===== config.mk =====
export PLATFORM = sky130hd
export DESIGN_NAME = gntl_dist
export DESIGN_NICKNAME = d
export VERILOG_FILES = /design/src/hdl/gntl_pkg.sv /design/src/hdl/gntl_dist.sv
export SDC_FILE = /design/constraint.sdc
export NUM_CORES = 2
export LEC_CHECK = 0
export BUFFER_PORTS_ARGS = -buffer_cell sky130_fd_sc_hd__buf_4
export CORE_ASPECT_RATIO = 0.7
export CORE_MARGIN = 4
export CORE_UTILIZATION = 37
export CTS_CLUSTER_SIZE = 14
export DETAILED_ROUTE_END_ITERATION = 8
export SYNTH_ARGS = -nofsm -noshare
export SYNTH_HDL_FRONTEND = slang
export SYNTH_SLANG_ARGS = --single-unit

===== constraint.sdc =====
create_clock -name clk -period 13.9 [get_ports clk]
set_input_delay 2.78 -clock clk [delete_from_list [all_inputs] [get_ports clk]]
set_output_delay 2.78 -clock clk [all_outputs]
set_load 0.02 [all_outputs]

===== src/hdl/gntl_pkg.sv =====
// Shared constants, register codes, sequencer states and types for the track association block.
package gntl_pkg;

  localparam int DEF_MAX_TRACKED = 64;
  localparam int DEF_COORD_BITS  = 16;

  localparam int GATE_W    = 16;
  localparam int ID_W      = 32;
  localparam int AGE_W     = 16;
  localparam int MISS_W    = 8;
  localparam int THR_W     = 8;
  localparam int CFG_IDX_W = 2;
  localparam int CFG_DAT_W = 16;
  localparam int SQ_W      = 2 * GATE_W;
  localparam int SUM_W     = SQ_W + 2;

  localparam logic [CFG_IDX_W-1:0] REG_GATE_DIST        = 2'd0;
  localparam logic [CFG_IDX_W-1:0] REG_MAX_MISSING      = 2'd1;
  localparam logic [CFG_IDX_W-1:0] REG_MIN_OBSERVATIONS = 2'd2;

  typedef enum logic [3:0] {
    ST_IDLE,
    ST_OBS_SCAN,
    ST_OBS_DRAIN,
    ST_OBS_READ,
    ST_OBS_FETCH,
    ST_OBS_STORE,
    ST_OBS_MARK,
    ST_EOF_SCAN,
    ST_EOF_DRAIN,
    ST_DONE
  } state_t;

  // ok: eligible on the way in, within the gate on the way out
  typedef struct packed {
    logic vld;
    logic ok;
  } dist_ctl_t;

endpackage


===== src/hdl/gntl_dist.sv =====
// Three-stage squared-distance and gating pipeline for one table entry per cycle.
module gntl_dist #(
  parameter int COORD_BITS = gntl_pkg::DEF_COORD_BITS,
  parameter int IW         = 6
) (
  input  logic                              clk,
  input  logic                              rst,
  input  gntl_pkg::dist_ctl_t               in_ctl,
  input  logic [IW-1:0]                     in_idx,
  input  logic signed [COORD_BITS-1:0]      obs_x,
  input  logic signed [COORD_BITS-1:0]      obs_y,
  input  logic signed [COORD_BITS-1:0]      obs_z,
  input  logic signed [COORD_BITS-1:0]      ent_x,
  input  logic signed [COORD_BITS-1:0]      ent_y,
  input  logic signed [COORD_BITS-1:0]      ent_z,
  input  logic [gntl_pkg::GATE_W-1:0]       gate,
  input  logic [gntl_pkg::SQ_W-1:0]         gate_sq,
  output gntl_pkg::dist_ctl_t               out_ctl,
  output logic [IW-1:0]                     out_idx,
  output logic [gntl_pkg::SUM_W-1:0]        out_dist,
  output logic                              busy
);

  localparam int DW    = COORD_BITS + 1;
  localparam int CMP_W = (DW > gntl_pkg::GATE_W) ? DW : gntl_pkg::GATE_W;

  function automatic logic [DW-1:0] abs_diff(input logic signed [COORD_BITS-1:0] a,
                                             input logic signed [COORD_BITS-1:0] b);
    logic signed [DW-1:0] d;
    d = DW'(a) - DW'(b);
    return d[DW-1] ? DW'(-d) : DW'(d);
  endfunction

  logic [DW-1:0] dx, dy, dz;
  logic          in_gate;

  gntl_pkg::dist_ctl_t           s1_ctl, s2_ctl;
  logic [IW-1:0]                 s1_idx, s2_idx;
  logic [gntl_pkg::GATE_W-1:0]   s1_dx, s1_dy, s1_dz;
  logic [gntl_pkg::SQ_W-1:0]     s2_sx, s2_sy, s2_sz;
  logic [gntl_pkg::SUM_W-1:0]    sum;

  always_comb begin
    dx = abs_diff(obs_x, ent_x);
    dy = abs_diff(obs_y, ent_y);
    dz = abs_diff(obs_z, ent_z);
    in_gate = (CMP_W'(dx) <= CMP_W'(gate)) && (CMP_W'(dy) <= CMP_W'(gate)) &&
              (CMP_W'(dz) <= CMP_W'(gate));
    sum = gntl_pkg::SUM_W'(s2_sx) + gntl_pkg::SUM_W'(s2_sy) + gntl_pkg::SUM_W'(s2_sz);
  end

  // inside the gate each difference fits the gate width
  always_ff @(posedge clk) begin
    if (rst) begin
      s1_ctl  <= '0;
      s2_ctl  <= '0;
      out_ctl <= '0;
    end else begin
      s1_ctl.vld  <= in_ctl.vld;
      s1_ctl.ok   <= in_ctl.ok && in_gate;
      s2_ctl      <= s1_ctl;
      out_ctl.vld <= s2_ctl.vld;
      out_ctl.ok  <= s2_ctl.ok && (sum <= gntl_pkg::SUM_W'(gate_sq));
    end
    s1_idx   <= in_idx;
    s1_dx    <= gntl_pkg::GATE_W'(dx);
    s1_dy    <= gntl_pkg::GATE_W'(dy);
    s1_dz    <= gntl_pkg::GATE_W'(dz);
    s2_idx   <= s1_idx;
    s2_sx    <= s1_dx * s1_dx;
    s2_sy    <= s1_dy * s1_dy;
    s2_sz    <= s1_dz * s1_dz;
    out_idx  <= s2_idx;
    out_dist <= sum;
  end

  assign busy = s1_ctl.vld || s2_ctl.vld || out_ctl.vld;

endmodule


Word level (Yosys, flattened, before mapping)
Cells that the tools add are included.
{"block": "word_totals", "register_bits": 202, "in_bits": 154, "elab_cells": 40}
{"block": "classes", "n_reduce_logical": 6, "addsub": 8, "magnitude_cmp": 4, "mul": 3, "muxes": 3}
{"op": "$mul 16x16->32", "count": 3}
{"op": "$le 17x16->1", "count": 3}
{"op": "$mux 17", "count": 3}
{"op": "$neg 17->17", "count": 3}
{"op": "$sub 16x16->17", "count": 3}
{"op": "$add 33x32->34", "count": 1}
{"op": "$le 34x32->1", "count": 1}
{"op": "$add 32x32->33", "count": 1}
{"op": "$logic_and 1x1->1", "count": 4}
{"op": "$logic_or 1x1->1", "count": 2}

Depth between registers and ports, before layout
{"block": "depth", "word_depth": 7, "depth_mapped": 26, "depth_no_buf": 25}

Worst setup path after synthesis
OpenSTA, ideal clock, no wires.
{"block": "synth_timing", "path_type": "input to register", "from": "input obs_x[0]", "to": "register s1_ctl[0] in the netlist's numbering", "n_path_buf": 1, "setup_ps": 60, "setup_slack_ps": 6736, "t_arrival_ps": 7104, "path_stages": 24, "path_cell_list": "inv_1 -> ha_1 -> inv_1 -> fa_1 -> a21o_1 -> a21oi_1 -> o21ai_0 -> a211oi_1 -> o31ai_1 -> a221oi_1 -> a31oi_1 -> buf_2 -> a21oi_1 -> xor2_1 -> ha_1 -> o21a_1 -> o221ai_1 -> a21oi_1 -> nor4_1 -> o21ai_0 -> a221oi_1 -> o2111ai_1 -> a41oi_1 -> and3_1"}
{"block": "synth_via", "elab_chain_cells": 7}
{"item": "from (decl)", "line": "gntl_dist.sv:10", "text": "input logic signed [COORD_BITS-1:0] obs_x,"}
{"item": "$sub 16x16->17 (*)", "line": "gntl_dist.sv:30", "text": "d = DW'(a) - DW'(b);"}
{"item": "$neg 17->17", "line": "gntl_dist.sv:31", "text": "return d[DW-1] ? DW'(-d) : DW'(d);"}
{"item": "$mux 17 (*)", "line": "gntl_dist.sv:31"}
{"item": "net dx[5]", "line": "gntl_dist.sv:34", "text": "logic [DW-1:0] dx, dy, dz;"}
{"item": "$le 17x16->1 (*)", "line": "gntl_dist.sv:47", "text": "in_gate = (CMP_W'(dx) <= CMP_W'(gate)) && (CMP_W'(dy) <= CMP_W'(gate)) &&"}
{"item": "$logic_and 1x1->1 (*) (2 in a row)", "line": "gntl_dist.sv:47"}
{"item": "$logic_and 1x1->1 (*)", "line": "gntl_dist.sv:60", "text": "s1_ctl.ok <= in_ctl.ok && in_gate;"}
{"item": "to (decl)", "line": "gntl_dist.sv:37", "text": "gntl_pkg::dist_ctl_t s1_ctl, s2_ctl;"}
The timed path passes the listed nets; every way through them passes the cells marked *.
A chain may end at the register's enable or synchronous reset.

Worst setup path after layout
Ends and elaborated chain as after synthesis.

==> flow_summary.json <==
{
  "status": "finished clean",
  "placement_rows": 91,
  "place_area_mm2": 0.0357,
  "clk_latency_ps": 510,
  "drt_iter0_drc": 1506,
  "hpwl_um": 71700,
  "worst_ep_arrival_time_ps": 8080,
  "die_w_um": 364,
  "synthArstFlopShare": 0,
  "cts_hold_buffers": 0,
  "antenna_found_initial": 1,
  "grt_max_degree": 23,
  "grt_pass1_wl_um": 136000,
  "slew_viol_final": 0,
  "grt-ovfl-total": 0,
  "hold_viol": 0,
  "r2r_slack_ps": 6690,
  "dr.pass1.iters": 7,
  "hold_end": "out_idx[2]",
  "rsz0062_at_grt": "no",
  "gp_congestion": 0.876,
  "final_layout_size_suffix_gt1_frac": 0.0764,
  "setup_viol": 0,
  "final_area_mm2": 0.0363,
  "yosys_warnings": 0,
  "clockBufferDepth": 2,
  "max_freq_mhz": 131,
  "fin_setup_tns_ps": 0,
  "clockRootBuffer": "clkbuf_16",
  "drt-wirelength-per-cell_um": 16.7,
  "hp-class": "flop to flop",
  "ys.flop_type": "dfxtp_1",
  "initial_core_util": 0.373,
  "syn2layout_area_growth_pct": 10.4,
  "syn-cell-area_mm2": 0.0329,
  "worstMarginPinSlew_ps": 969,
  "synth.distinct_cells": 76,
  "first_global_vias": 24700,
  "cts_tree": "done",
  "antennaDiodeCount": 0,
  "worst_setup_path_end_kind": "flop",
  "track_usage": 0.184,
  "min_from": "s2_idx[2]",
  "cts_buffers": 17,
  "ys_seq_area_frac": 0.121,
  "nets": 4957,
  "postSynthCellCount": 3656,
  "htree_levels": 4,
  "synth_fp_nets": 4792,
  "synth_top_cell_by_area": "fa_1",
  "cap_violations": 0,
  "reg2reg_from": "s1_dy[5]",
  "drt_wl_total_um": 83300,
  "min_path_cells": 0,
  "path_clk_slew_ps": 80,
  "cts_sinks": 199,
  "synth_edf_count": 0,
  "final_antenna_net_count": 0,
  "die_area_mm2": 0.0938,
  "critical_path_class": "input port to flop",
  "fin_crit_ps": 7630,
  "post_cts_buffers": 0,
  "clock_skew_ps": 12.7,
  "cts_resized": 0,
  "io_buffers": 196,
  "vias_per_cell": 4.80,
  "reg2regPathDepth": 21,
  "crit_fanout": 16,
  "die_h_um": 257,
  "r2r_end": "s2_sy[30]",
  "drc_errors": 0,
  "yosysTopAreaCellShare": 0.317,
  "cp.required_ps": 14350,
  "startpoint_type": "input port",
  "core_area_mm2": 0.0881,
  "ios": 197,
  "finalCritPeriodShare": 0.549,
  "max_slew_margin": 0.353,
  "syn_avg_cell_area_um2": 8.99,
  "synthTopCellsByArea": "fa_1, ha_1, dfxtp_1",
  "route.vias.total": 24000,
  "synth-seq-cells": 199
}
worst max path at each step:
stage | start | end | slack [ps] | cells after the start
finish | obs_x[0] | s1_ctl[0] | 6270 | 25
detailed placement | obs_x[0] | s1_ctl[0] | 5770 | 25
global route | obs_x[0] | s1_ctl[0] | 5780 | 25
floorplan | obs_x[0] | s1_ctl[0] | 6740 | 24
CTS | obs_x[0] | s1_ctl[0] | 6280 | 25
global placement | obs_x[0] | s1_ctl[0] | 5850 | 25
worst max-delay path, stage by stage:
cell and delay, ps:
buf_4 110, inv_1 50, ha_1 160, inv_1 60, fa_1 400, a21o_1 190, a21oi_1 260, o21ai_0 170
a211oi_1 490, o31ai_1 200, a221oi_1 380, a31oi_1 140, buf_4 210, a21oi_1 150, xor2_1 220, ha_1 300
a211o_1 320, o221ai_1 170, a21oi_1 70, nor4_1 190, o21ai_0 140, a221oi_1 370, o2111ai_1 190, a41oi_1 180
and3_1 180
through the flow:
step | hold WS [ps] | std cells | worst slack (ps) | util
3_5_place_dp | 314 | 4964 | 5770 | 0.405
4_1_cts | 329 | 4996 | 6280 | 0.412
2_1_floorplan | 310 | 3656 | 6740 | -
3_3_place_gp | 310 | 4964 | 5850 | 0.405
5_1_grt | 344 | 4996 | 5780 | 0.412
6_report | 331 | 4996 | 6270 | 0.412
cells by family (layout without fill, tap and decap cells):
logic type	Yosys count	count (layout)	share of synthesized area
other cells	1	1	0.000114
buf+inv	963	1141	0.110
xor+xnor	206	206	0.0549
fa+ha+maj	982	982	0.492
compound gates	499	499	0.100
mux	10	10	0.00335
flops	199	199	0.121
simple gates	796	796	0.118
Yosys cell counts (all sizes together) (5+ instances only):
cell     number
and4          5
nor4          7
mux2          8
o21bai       23
o21a         37
o31ai        13
a21oi       149
or2          15
nand3        27
dfxtp       199
a31oi        15
o31a          6
ha          462
nor2        152
o21ai        87
inv         895
nand2b       28
nor3         37
clkbuf       66
xor2         56
a31o          9
and3         21
o211ai       13
nand2       274
and2        133
nand4        27
or3          14
nor2b        39
a2111oi       6
xnor2       150
a211oi       18
a21o         68
fa          520
final cells by class:
| type | instances | area [um^2] |
|---|---|---|
| clock buffer | 18 | 439 |
| clock inverter | 14 | 189 |
| fill | 8845 | 51800 |
| inverter | 895 | 3360 |
| multi-input combinational | 2494 | 25300 |
| sequential | 199 | 3980 |
| tap | 1162 | 1450 |
| timing repair buffer | 214 | 1610 |
metal layers:
layer  wire length [um]  vias up  track usage
met5                  0        -            0
met4               1340        0       0.0386
met2              33100      615        0.263
li1                   -    11800            -
met3               5760       63       0.0415
met1              43100    11500        0.282
layout by cell type, fill, tap and decap left out, drive strengths merged, types with 18 or more instances in the layout:
| master | count |
|---|---|
| o21ai | 87 |
| nor2b | 39 |
| nand2 | 274 |
| fa | 520 |
| buf | 214 |
| and3 | 21 |
| a21oi | 149 |
| o21bai | 23 |
| xnor2 | 150 |
| nand2b | 28 |
| a21o | 68 |
| inv | 904 |
| o21a | 37 |
| nand4 | 27 |
| xor2 | 56 |
| and2 | 133 |
| nand3 | 27 |
| nor2 | 152 |
| clkbuf | 18 |
| nor3 | 37 |
| a211oi | 18 |
| ha | 462 |
| dfxtp | 199 |
registers in the layout, summed over array words and instances, names as in the netlist:
| register | count |
|---|---|
| s2_idx | 6 |
| s2_sy | 31 |
| s1_dx | 16 |
| s1_dy | 16 |
| out_idx | 6 |
| s1_dz | 16 |
| s2_ctl | 2 |
| s2_sx | 31 |
| s1_idx | 6 |
| s1_ctl | 2 |
| s2_sz | 31 |
| out_dist | 34 |
| out_ctl | 2 |
Power is not shown: default switching activity piles up to over one toggle a cycle in this logic, so the estimate is an artifact.
